### config.mk
export PLATFORM = sky130hd
export DESIGN_NAME = audio_dma_length_timer
export DESIGN_NICKNAME = d
export VERILOG_FILES = /design/src/rtl/adlt_pkg.sv /design/src/rtl/audio_dma_length_timer.sv /design/src/rtl/adlt_front.sv /design/src/rtl/adlt_queue.sv /design/src/rtl/adlt_div.sv /design/src/rtl/adlt_back.sv
export SDC_FILE = /design/constraint.sdc
export NUM_CORES = 2
export LEC_CHECK = 0
export CORE_ASPECT_RATIO = 1.1
export CORE_MARGIN = 2
export CORE_UTILIZATION = 45
export CTS_CLUSTER_DIAMETER = 80
export CTS_CLUSTER_SIZE = 30
export DETAILED_ROUTE_END_ITERATION = 10
export DONT_BUFFER_PORTS = 1
export PLACE_DENSITY = 0.57
export SLEW_MARGIN = 20
export SYNTH_ARGS = -nofsm -noshare
export SYNTH_HDL_FRONTEND = slang
export SYNTH_HIERARCHICAL = 1
export SYNTH_SLANG_ARGS = --single-unit
### constraint.sdc
create_clock -name clk -period 23.4 [get_ports clk]
set_input_delay 2.34 -clock clk [delete_from_list [all_inputs] [get_ports clk]]
set_output_delay 2.34 -clock clk [all_outputs]
set_load 0.01 [all_outputs]
### src/rtl/adlt_pkg.sv
package adlt_pkg;

  localparam int unsigned LENGTH_W = 24;
  localparam int unsigned READ_W = 19;
  localparam int unsigned COUNT_W = 34;
  localparam int unsigned CPB_W = 17;
  localparam int unsigned CFG_INDEX_W = 3;
  localparam int unsigned CFG_DATA_W = 24;
  localparam int unsigned MAX_LENGTH_DEF = 262144;
  localparam int unsigned QUEUE_DEPTH = 2;

  localparam int unsigned DIV_DVD_W = 36;
  localparam int unsigned DIV_DVS_W = 28;
  localparam int unsigned DIV_RADIX = 4;

  localparam logic [1:0] KIND_TICK = 2'd0;
  localparam logic [1:0] KIND_WRITE = 2'd1;
  localparam logic [1:0] KIND_READ = 2'd2;
  localparam logic [1:0] KIND_STATUS = 2'd3;

  localparam logic [CFG_INDEX_W-1:0] CFG_OVERRIDE = 3'd0;
  localparam logic [CFG_INDEX_W-1:0] CFG_TV_SYSTEM = 3'd1;
  localparam logic [CFG_INDEX_W-1:0] CFG_DAC_RATE = 3'd2;
  localparam logic [CFG_INDEX_W-1:0] CFG_RATE_KNOWN = 3'd3;
  localparam logic [CFG_INDEX_W-1:0] CFG_VI_TIME = 3'd4;

  localparam logic [1:0] TV_PAL = 2'd1;
  localparam logic [1:0] TV_MPAL = 2'd2;

  localparam logic [25:0] CLK_NTSC = 26'd48681812;
  localparam logic [25:0] CLK_PAL = 26'd49656530;
  localparam logic [25:0] CLK_MPAL = 26'd48628316;
  localparam logic [5:0] FPS_PAL = 6'd50;
  localparam logic [5:0] FPS_OTHER = 6'd60;
  localparam logic [CPB_W-1:0] CPB_DEFAULT = 17'd500;
  localparam logic [READ_W-1:0] READ_MAX = 19'd524284;

  typedef struct packed {
    logic [1:0] kind;
    logic [LENGTH_W-1:0] length;
  } item_t;

  typedef struct packed {
    logic [READ_W-1:0] read_data;
    logic busy_res;
    logic full_res;
    logic interrupt;
    logic ignored_write;
    logic overrun;
  } result_t;

  typedef struct packed {
    logic [15:0] counts_per_byte_override;
    logic [1:0] tv_system;
    logic [13:0] dac_rate;
    logic rate_known;
    logic [23:0] vi_interrupt_time;
  } cfg_regs_t;

  typedef enum logic [2:0] {
    OP_TICK,
    OP_CLEAR,
    OP_IGNORE,
    OP_WRITE,
    OP_READ,
    OP_STATUS
  } op_t;

  typedef struct packed {
    op_t op;
    logic [LENGTH_W-1:0] length;
  } entry_t;

  typedef struct packed {
    logic valid;
    entry_t entry;
  } push_t;

  typedef struct packed {
    logic start;
    logic [DIV_DVD_W-1:0] dividend;
    logic [DIV_DVS_W-1:0] divisor;
  } div_req_t;

  typedef struct packed {
    logic done;
    logic [DIV_DVD_W-1:0] quotient;
  } div_rsp_t;

endpackage

### src/rtl/audio_dma_length_timer.sv
// Channel  | Signals                              | Direction
// item     | item_valid, item_ready, item         | in:  kind and length
// result   | result_valid, result_ready, result   | out: read data and status flags
// cfg      | cfg_valid, cfg_ready, cfg_index/data | in:  register writes
//
// Ticks, status reads and most writes are issued from the two-entry queue, then executed
// and registered. A write that starts a countdown, or a tick that starts the queued buffer,
// adds the S_MUL and S_LOAD states for the length times counts-per-byte multiply; a length
// read waits in S_RDIV for the radix-16 iterative divider. After reset or a configuration
// write, counts-per-byte is recomputed, through the same divider when no override is set
// and the rate is known, before the next transaction runs. Reset is synchronous; the queue
// keeps taking transactions while the result waits, until both of its entries are full.
module audio_dma_length_timer #(
  parameter int unsigned MAX_LENGTH = adlt_pkg::MAX_LENGTH_DEF
) (
  input  logic                                clk,
  input  logic                                rst,
  input  logic                                item_valid,
  output logic                                item_ready,
  input  adlt_pkg::item_t                     item,
  output logic                                result_valid,
  input  logic                                result_ready,
  output adlt_pkg::result_t                   result,
  input  logic                                cfg_valid,
  output logic                                cfg_ready,
  input  logic [adlt_pkg::CFG_INDEX_W-1:0]    cfg_index,
  input  logic [adlt_pkg::CFG_DATA_W-1:0]     cfg_data
);

  adlt_pkg::cfg_regs_t cfg;
  adlt_pkg::push_t push;
  adlt_pkg::entry_t head;
  adlt_pkg::div_req_t div_req;
  adlt_pkg::div_rsp_t div_rsp;
  logic q_full;
  logic head_valid;
  logic pop;
  logic cfg_write;

  assign cfg_ready = 1'b1;
  assign cfg_write = cfg_valid && cfg_ready;

  always_ff @(posedge clk) begin
    if (rst) begin
      cfg <= '0;
    end else if (cfg_write) begin
      case (cfg_index)
        adlt_pkg::CFG_OVERRIDE: begin
          cfg.counts_per_byte_override <= cfg_data[15:0];
        end
        adlt_pkg::CFG_TV_SYSTEM: begin
          cfg.tv_system <= cfg_data[1:0];
        end
        adlt_pkg::CFG_DAC_RATE: begin
          cfg.dac_rate <= cfg_data[13:0];
        end
        adlt_pkg::CFG_RATE_KNOWN: begin
          cfg.rate_known <= cfg_data[0];
        end
        adlt_pkg::CFG_VI_TIME: begin
          cfg.vi_interrupt_time <= cfg_data[23:0];
        end
        default: begin
          cfg <= cfg;
        end
      endcase
    end
  end

  adlt_front #(
    .MAX_LENGTH(MAX_LENGTH)
  ) u_front (
    .item_valid(item_valid),
    .item_ready(item_ready),
    .item(item),
    .q_full(q_full),
    .push(push)
  );

  adlt_queue u_queue (
    .clk(clk),
    .rst(rst),
    .push(push),
    .full(q_full),
    .pop(pop),
    .head_valid(head_valid),
    .head(head)
  );

  adlt_div u_div (
    .clk(clk),
    .rst(rst),
    .req(div_req),
    .rsp(div_rsp)
  );

  adlt_back #(
    .MAX_LENGTH(MAX_LENGTH)
  ) u_back (
    .clk(clk),
    .rst(rst),
    .cfg(cfg),
    .cfg_write(cfg_write),
    .q_valid(head_valid),
    .q_entry(head),
    .q_pop(pop),
    .div_req(div_req),
    .div_rsp(div_rsp),
    .result_valid(result_valid),
    .result_ready(result_ready),
    .result(result)
  );

endmodule

### src/rtl/adlt_front.sv
module adlt_front #(
  parameter int unsigned MAX_LENGTH = adlt_pkg::MAX_LENGTH_DEF
) (
  input  logic              item_valid,
  output logic              item_ready,
  input  adlt_pkg::item_t   item,
  input  logic              q_full,
  output adlt_pkg::push_t   push
);

  localparam int unsigned CMP_W = adlt_pkg::LENGTH_W + 1;

  adlt_pkg::op_t op;

  always_comb begin
    case (item.kind)
      adlt_pkg::KIND_TICK: begin
        op = adlt_pkg::OP_TICK;
      end
      adlt_pkg::KIND_WRITE: begin
        if (item.length == '0) begin
          op = adlt_pkg::OP_CLEAR;
        end else if ({1'b0, item.length} >= CMP_W'(MAX_LENGTH)) begin
          op = adlt_pkg::OP_IGNORE;
        end else begin
          op = adlt_pkg::OP_WRITE;
        end
      end
      adlt_pkg::KIND_READ: begin
        op = adlt_pkg::OP_READ;
      end
      default: begin
        op = adlt_pkg::OP_STATUS;
      end
    endcase
  end

  assign item_ready = !q_full;
  assign push.valid = item_valid && !q_full;
  assign push.entry.op = op;
  assign push.entry.length = item.length;

endmodule

### src/rtl/adlt_queue.sv
module adlt_queue (
  input  logic              clk,
  input  logic              rst,
  input  adlt_pkg::push_t   push,
  output logic              full,
  input  logic              pop,
  output logic              head_valid,
  output adlt_pkg::entry_t  head
);

  localparam int unsigned DEPTH = adlt_pkg::QUEUE_DEPTH;
  localparam int unsigned PTR_W = (DEPTH > 1) ? $clog2(DEPTH) : 1;
  localparam int unsigned CNT_W = $clog2(DEPTH + 1);

  adlt_pkg::entry_t entries [DEPTH];
  logic [PTR_W-1:0] wr_ptr;
  logic [PTR_W-1:0] rd_ptr;
  logic [CNT_W-1:0] count;
  logic do_push;
  logic do_pop;

  assign full = (count == CNT_W'(DEPTH));
  assign head_valid = (count != '0);
  assign head = entries[rd_ptr];
  assign do_push = push.valid && !full;
  assign do_pop = pop && head_valid;

  always_ff @(posedge clk) begin
    if (rst) begin
      wr_ptr <= '0;
      rd_ptr <= '0;
      count <= '0;
    end else begin
      if (do_push) begin
        wr_ptr <= (wr_ptr == PTR_W'(DEPTH - 1)) ? '0 : wr_ptr + 1'b1;
      end
      if (do_pop) begin
        rd_ptr <= (rd_ptr == PTR_W'(DEPTH - 1)) ? '0 : rd_ptr + 1'b1;
      end
      if (do_push && !do_pop) begin
        count <= count + 1'b1;
      end else if (do_pop && !do_push) begin
        count <= count - 1'b1;
      end
    end
  end

  always_ff @(posedge clk) begin
    if (do_push) begin
      entries[wr_ptr] <= push.entry;
    end
  end

endmodule

### src/rtl/adlt_div.sv
module adlt_div (
  input  logic                clk,
  input  logic                rst,
  input  adlt_pkg::div_req_t  req,
  output adlt_pkg::div_rsp_t  rsp
);

  localparam int unsigned DVD_W = adlt_pkg::DIV_DVD_W;
  localparam int unsigned DVS_W = adlt_pkg::DIV_DVS_W;
  localparam int unsigned RADIX = adlt_pkg::DIV_RADIX;
  localparam int unsigned ITER = DVD_W / RADIX;
  localparam int unsigned CNT_W = $clog2(ITER + 1);

  logic running;
  logic done;
  logic [CNT_W-1:0] cnt;
  logic [DVD_W-1:0] dvd;
  logic [DVD_W-1:0] quo;
  logic [DVS_W-1:0] rem;
  logic [DVS_W-1:0] dvs;
  logic [DVD_W-1:0] dvd_next;
  logic [DVD_W-1:0] quo_next;
  logic [DVS_W-1:0] rem_next;

  always_comb begin
    logic [DVS_W:0] t;
    logic qb;
    dvd_next = dvd;
    quo_next = quo;
    rem_next = rem;
    for (int i = 0; i < RADIX; i++) begin
      t = {rem_next, dvd_next[DVD_W-1]};
      dvd_next = {dvd_next[DVD_W-2:0], 1'b0};
      qb = (t >= {1'b0, dvs});
      if (qb) begin
        t = t - {1'b0, dvs};
      end
      rem_next = t[DVS_W-1:0];
      quo_next = {quo_next[DVD_W-2:0], qb};
    end
  end

  always_ff @(posedge clk) begin
    if (rst) begin
      running <= 1'b0;
      done <= 1'b0;
      cnt <= '0;
    end else begin
      done <= !req.start && running && (cnt == CNT_W'(ITER - 1));
      if (req.start) begin
        running <= 1'b1;
        cnt <= '0;
      end else if (running) begin
        cnt <= cnt + 1'b1;
        if (cnt == CNT_W'(ITER - 1)) begin
          running <= 1'b0;
        end
      end
    end
  end

  always_ff @(posedge clk) begin
    if (req.start) begin
      dvd <= req.dividend;
      dvs <= req.divisor;
      quo <= '0;
      rem <= '0;
    end else if (running) begin
      dvd <= dvd_next;
      quo <= quo_next;
      rem <= rem_next;
    end
  end

  assign rsp.done = done;
  assign rsp.quotient = quo;

endmodule

### src/rtl/adlt_back.sv
module adlt_back #(
  parameter int unsigned MAX_LENGTH = adlt_pkg::MAX_LENGTH_DEF
) (
  input  logic                clk,
  input  logic                rst,
  input  adlt_pkg::cfg_regs_t cfg,
  input  logic                cfg_write,
  input  logic                q_valid,
  input  adlt_pkg::entry_t    q_entry,
  output logic                q_pop,
  output adlt_pkg::div_req_t  div_req,
  input  adlt_pkg::div_rsp_t  div_rsp,
  output logic                result_valid,
  input  logic                result_ready,
  output adlt_pkg::result_t   result
);

  localparam int unsigned LEN_W = $clog2(MAX_LENGTH);
  localparam int unsigned CPB_W = adlt_pkg::CPB_W;
  localparam int unsigned COUNT_W = adlt_pkg::COUNT_W;
  localparam int unsigned READ_W = adlt_pkg::READ_W;
  localparam int unsigned PROD_W = LEN_W + CPB_W;
  localparam int unsigned WIDE_W = PROD_W + COUNT_W;
  localparam int unsigned DVD_W = adlt_pkg::DIV_DVD_W;
  localparam int unsigned DVS_W = adlt_pkg::DIV_DVS_W;
  localparam logic [COUNT_W-1:0] COUNT_MAX = '1;

  typedef enum logic [7:0] {
    S_IDLE = 8'b0000_0001,
    S_CPB1 = 8'b0000_0010,
    S_CPB2 = 8'b0000_0100,
    S_EXEC = 8'b0000_1000,
    S_MUL  = 8'b0001_0000,
    S_LOAD = 8'b0010_0000,
    S_RDIV = 8'b0100_0000,
    S_DONE = 8'b1000_0000
  } state_t;

  state_t state;
  logic dirty;
  logic [CPB_W-1:0] cpb;
  logic [COUNT_W-1:0] remaining;
  logic [LEN_W-1:0] queued;
  logic busy;
  logic full;
  adlt_pkg::entry_t cur;
  logic [LEN_W-1:0] mul_len;
  logic [PROD_W-1:0] prod;
  logic [READ_W-1:0] rd;
  logic irq;
  logic ign;
  logic ovr;

  logic [25:0] sys_clk;
  logic [5:0] fps;
  logic [DVD_W:0] rounded;
  logic out_free;
  logic start_cpb;
  logic idle_pop;

  always_comb begin
    case (cfg.tv_system)
      adlt_pkg::TV_PAL: begin
        sys_clk = adlt_pkg::CLK_PAL;
        fps = adlt_pkg::FPS_PAL;
      end
      adlt_pkg::TV_MPAL: begin
        sys_clk = adlt_pkg::CLK_MPAL;
        fps = adlt_pkg::FPS_OTHER;
      end
      default: begin
        sys_clk = adlt_pkg::CLK_NTSC;
        fps = adlt_pkg::FPS_OTHER;
      end
    endcase
  end

  assign start_cpb = (state == S_IDLE) && dirty && (cfg.counts_per_byte_override == '0)
                     && cfg.rate_known;
  assign idle_pop = (state == S_IDLE) && !dirty && q_valid;
  assign q_pop = idle_pop;
  assign out_free = !result_valid || result_ready;
  assign rounded = ({1'b0, div_rsp.quotient} + (DVD_W + 1)'(3)) & ~((DVD_W + 1)'(3));

  always_comb begin
    div_req.start = 1'b0;
    div_req.dividend = DVD_W'(sys_clk);
    div_req.divisor = DVS_W'({1'b0, cfg.dac_rate} + 15'd1);
    if (start_cpb) begin
      div_req.start = 1'b1;
    end else if (state == S_CPB1 && div_rsp.done) begin
      div_req.start = 1'b1;
      div_req.dividend = DVD_W'(cfg.vi_interrupt_time) * DVD_W'(fps);
      div_req.divisor = {div_rsp.quotient[DVS_W-3:0], 2'b00};
    end else if (state == S_EXEC && cur.op == adlt_pkg::OP_READ) begin
      div_req.start = 1'b1;
      div_req.dividend = DVD_W'(remaining);
      div_req.divisor = DVS_W'(cpb);
    end
  end

  always_ff @(posedge clk) begin
    if (rst) begin
      state <= S_IDLE;
      dirty <= 1'b1;
      remaining <= '0;
      queued <= '0;
      busy <= 1'b0;
      full <= 1'b0;
      result_valid <= 1'b0;
    end else begin
      if (state == S_IDLE && dirty) begin
        dirty <= cfg_write;
      end else if (cfg_write) begin
        dirty <= 1'b1;
      end
      if (state == S_DONE && out_free) begin
        result_valid <= 1'b1;
      end else if (result_ready) begin
        result_valid <= 1'b0;
      end
      case (state)
        S_IDLE: begin
          if (dirty) begin
            if (start_cpb) begin
              state <= S_CPB1;
            end
          end else if (q_valid) begin
            state <= S_EXEC;
          end
        end
        S_CPB1: begin
          if (div_rsp.done) begin
            state <= S_CPB2;
          end
        end
        S_CPB2: begin
          if (div_rsp.done) begin
            state <= S_IDLE;
          end
        end
        S_EXEC: begin
          case (cur.op)
            adlt_pkg::OP_TICK: begin
              state <= (remaining == COUNT_W'(1) && queued != '0) ? S_MUL : S_DONE;
              if (remaining != '0) begin
                remaining <= remaining - 1'b1;
                if (remaining == COUNT_W'(1)) begin
                  full <= 1'b0;
                  if (queued != '0) begin
                    queued <= '0;
                  end else begin
                    busy <= 1'b0;
                  end
                end
              end
            end
            adlt_pkg::OP_CLEAR: begin
              state <= S_DONE;
              remaining <= '0;
              queued <= '0;
              busy <= 1'b0;
              full <= 1'b0;
            end
            adlt_pkg::OP_WRITE: begin
              state <= (queued == '0 && remaining == '0) ? S_MUL : S_DONE;
              busy <= 1'b1;
              if (queued == '0 && remaining != '0) begin
                queued <= cur.length[LEN_W-1:0];
                full <= 1'b1;
              end
            end
            adlt_pkg::OP_READ: begin
              state <= S_RDIV;
            end
            default: begin
              state <= S_DONE;
            end
          endcase
        end
        S_MUL: begin
          state <= S_LOAD;
        end
        S_LOAD: begin
          if (WIDE_W'(prod) > WIDE_W'(COUNT_MAX)) begin
            remaining <= COUNT_MAX;
          end else begin
            remaining <= COUNT_W'(prod);
          end
          state <= S_DONE;
        end
        S_RDIV: begin
          if (div_rsp.done) begin
            state <= S_DONE;
          end
        end
        S_DONE: begin
          if (out_free) begin
            state <= S_IDLE;
          end
        end
        default: begin
          state <= S_IDLE;
        end
      endcase
    end
  end

  always_ff @(posedge clk) begin
    if (state == S_IDLE && dirty) begin
      if (cfg.counts_per_byte_override != '0) begin
        cpb <= CPB_W'(cfg.counts_per_byte_override);
      end else if (!cfg.rate_known) begin
        cpb <= adlt_pkg::CPB_DEFAULT;
      end
    end
    if (state == S_CPB2 && div_rsp.done) begin
      cpb <= (div_rsp.quotient == '0) ? CPB_W'(1) : div_rsp.quotient[CPB_W-1:0];
    end
    if (idle_pop) begin
      cur <= q_entry;
      rd <= '0;
      irq <= 1'b0;
      ign <= 1'b0;
      ovr <= 1'b0;
    end
    if (state == S_EXEC) begin
      case (cur.op)
        adlt_pkg::OP_TICK: begin
          if (remaining == COUNT_W'(1)) begin
            irq <= 1'b1;
            mul_len <= queued;
          end
        end
        adlt_pkg::OP_IGNORE: begin
          ign <= 1'b1;
        end
        adlt_pkg::OP_WRITE: begin
          ovr <= (queued != '0);
          mul_len <= cur.length[LEN_W-1:0];
        end
        default: begin
          ign <= 1'b0;
        end
      endcase
    end
    if (state == S_MUL) begin
      prod <= mul_len * cpb;
    end
    if (state == S_RDIV && div_rsp.done) begin
      if (rounded > (DVD_W + 1)'(adlt_pkg::READ_MAX)) begin
        rd <= adlt_pkg::READ_MAX;
      end else begin
        rd <= rounded[READ_W-1:0];
      end
    end
    if (state == S_DONE && out_free) begin
      result.read_data <= rd;
      result.busy_res <= busy;
      result.full_res <= full;
      result.interrupt <= irq;
      result.ignored_write <= ign;
      result.overrun <= ovr;
    end
  end

endmodule

==> impl_metrics.yaml <==
sta:
  final_hold_viol_count: 0
  fin_crit_sh: 0.568
  fmax_mhz: 75.2
  drv_slew: 0
  worst_slew_pin_slew_ns: 1.00
  setup_viol_count_final: 0
  fin_skew_ns: 0.0363
  min_period_ns: 13.30
  rsz0062_at_grt: "no"
  worst_slack_ns: 10.10
  setup_tns_ns: 0
  relSlewSlack: 0.331
floorplanning:
  core-area_sq_um: 89200
  die-width_um: 290
  row_count: 115
  start_util: 0.454
  die-area_sq_um: 92300
  die-height_um: 318
  pin_count: 85
clock_tree:
  cts_buffers: 29
  cts_tree: "done"
  post_cts_buffers: 0
  clock_latency_ns: 0.63
  clock_path_buffers: 3
  clkTransAtPathRegs_ns: 0.10
  ctsResizeCount: 0
  root_buffer: "clkbuf_16"
  htree_levels: 1
  numClockSinks: 435
  postCtsHoldBufs: 0
route:
  via_count: 30901
  drt_iter0_markers: 2120
  wl_um: 110000
  drt_first_pass_iters: 5
  via_per_inst: 5.66
  ant_nets: 0
  wl_per_cell_um: 20.2
  drc_errors: 0
grt:
  grt_start_max_net_pins: 157
  overflow: 0
  antenna_found_initial: 1
  grt_pass1_vias: 31213
  grt_pass1_wl_um: 176000
  gr-usage-all-layers: 0.238
synthesis:
  syn_inst: 4429
  synth_warnings: 6
  avgSynthCellArea_sq_um: 9.13
  synth_area_sq_um: 40500
min_path:
  holdCritPathClass: "flip-flop to flip-flop"
setup_path:
  crit_type: "flip-flop to flip-flop"
  path_delay_family: "compound AO/OA/AOI/OAI gates"
  startpoint_type: "flip-flop"
  path_buf_inv: 4
  crit_slowest_cell: "mux2i_1"
  crit_top_cell: "ha_1"
  required_ns: 23.86
  crit_fanout: 66
  endpoint_kind: "flip-flop"
  cpPeakStageDelay_ns: 0.82
  crit_arrival_ns: 13.77
cells_and_area:
  drive_gt1_frac: 0.0580
  area_growth_pct: 4.45
  fin_nets: 4905
  diodes: 0
  nFillCells: 8694
  stdcell_area_sq_um: 42300
  fin_util: 0.474
place:
  dp_hpwl_um: 85400
  place.gp.congestion: 1.01
  portBuffers: 0
  place_ws_ns: 10.41
  placed_cell_area_sq_um: 41100
outcome:
  outcome: "finished, final reports clean"
job:
  max_cap_viol_count: 0
stage by stage:
step                      hold slack, ns  instances
final                              0.426       5463
after global routing               0.435       5463
after CTS                          0.428       5463
after detailed placement           0.405       5410
after global placement             0.401       5410
after floorplan                    0.400       4454
worst register-to-register path, delay by kind of cell, from the launching register on:
| kind | cells | cell delay (ns) |
|---|---|---|
| simple gates | 9 | 1.99 |
| mux | 4 | 2.24 |
| compound gates | 20 | 5.22 |
| fa+ha+maj | 4 | 1.60 |
| flops | 1 | 0.37 |
| buf+inv | 4 | 1.69 |
placed cells by master, fill, tap and decap left out, drive strengths merged, types with 22 or more instances in the layout:
master  instances
xnor2          97
clkbuf         34
o211ai         23
conb           28
a21o           86
buf            42
edfxtp        236
and2          173
fa            309
o21bai         28
o21ai         226
and3           35
o21a           24
a31oi          29
a311oi         22
inv           437
a21oi         268
ha            267
mux2           67
nand4          28
nor2b          41
nor4           38
xor2           65
a211oi         39
nor3           67
dfxtp         199
nand2b        111
nand2         463
mux2i         158
nor2          274
a22oi          23
nand3         100
layout make-up:
cell class,instances,area (sq um),share of cell area
multi-input cells,3333,26600,0.630
flip-flops and latches,435,11100,0.262
inverters,430,1610,0.0382
well taps,1170,1460,0.0346
clock buffers,34,786,0.0186
clock inverters,19,365,0.00865
repair buffers,42,315,0.00746
routing by layer:
metal | up-vias | GRT usage | wire, um
met3 | 173 | 0.0165 | 3760
met1 | 15214 | 0.307 | 47700
met4 | 0 | 0.0832 | 4390
met2 | 673 | 0.422 | 54500
met5 | - | 0 | 0
li1 | 14841 | - | -
state kept, by name, summed over array words and instances, names as in the netlist, 2 cells and up, named ones only:
| name | flops |
|---|---|
| u_div/dvs | 28 |
| u_div/dvd | 36 |
| cfg | 57 |
| u_div/quo | 36 |
| u_back/mul_len | 18 |
| u_queue/count | 2 |
| u_back/rd | 17 |
| u_back/result | 22 |
| u_div/cnt | 4 |
| u_queue/entries | 42 |
| u_back/cpb | 17 |
| u_back/state | 8 |
| u_div/rem | 28 |
| u_back/remaining | 34 |
| u_back/prod | 35 |
| u_back/cur | 21 |
| u_back/queued | 18 |
path summary, 6_finish.rpt:
check	to	cells past startpoint	start	slack [ns]
min	u_back/result[17]$_DFFE_PP_	0	u_back/rd[12]$_SDFFCE_PN0P_	0.43
max	u_div/rem[2]$_SDFFE_PP0P_	41	u_div/dvs[1]$_DFFE_PP_	10.10
min reg2reg	u_back/result[17]$_DFFE_PP_	0	u_back/rd[12]$_SDFFCE_PN0P_	0.43
max reg2reg	u_div/rem[2]$_SDFFE_PP0P_	41	u_div/dvs[1]$_DFFE_PP_	10.10
Power is left out: the tool's default activity adds up to more than one toggle a clock period on the data nets, which glitch-free logic cannot reach.
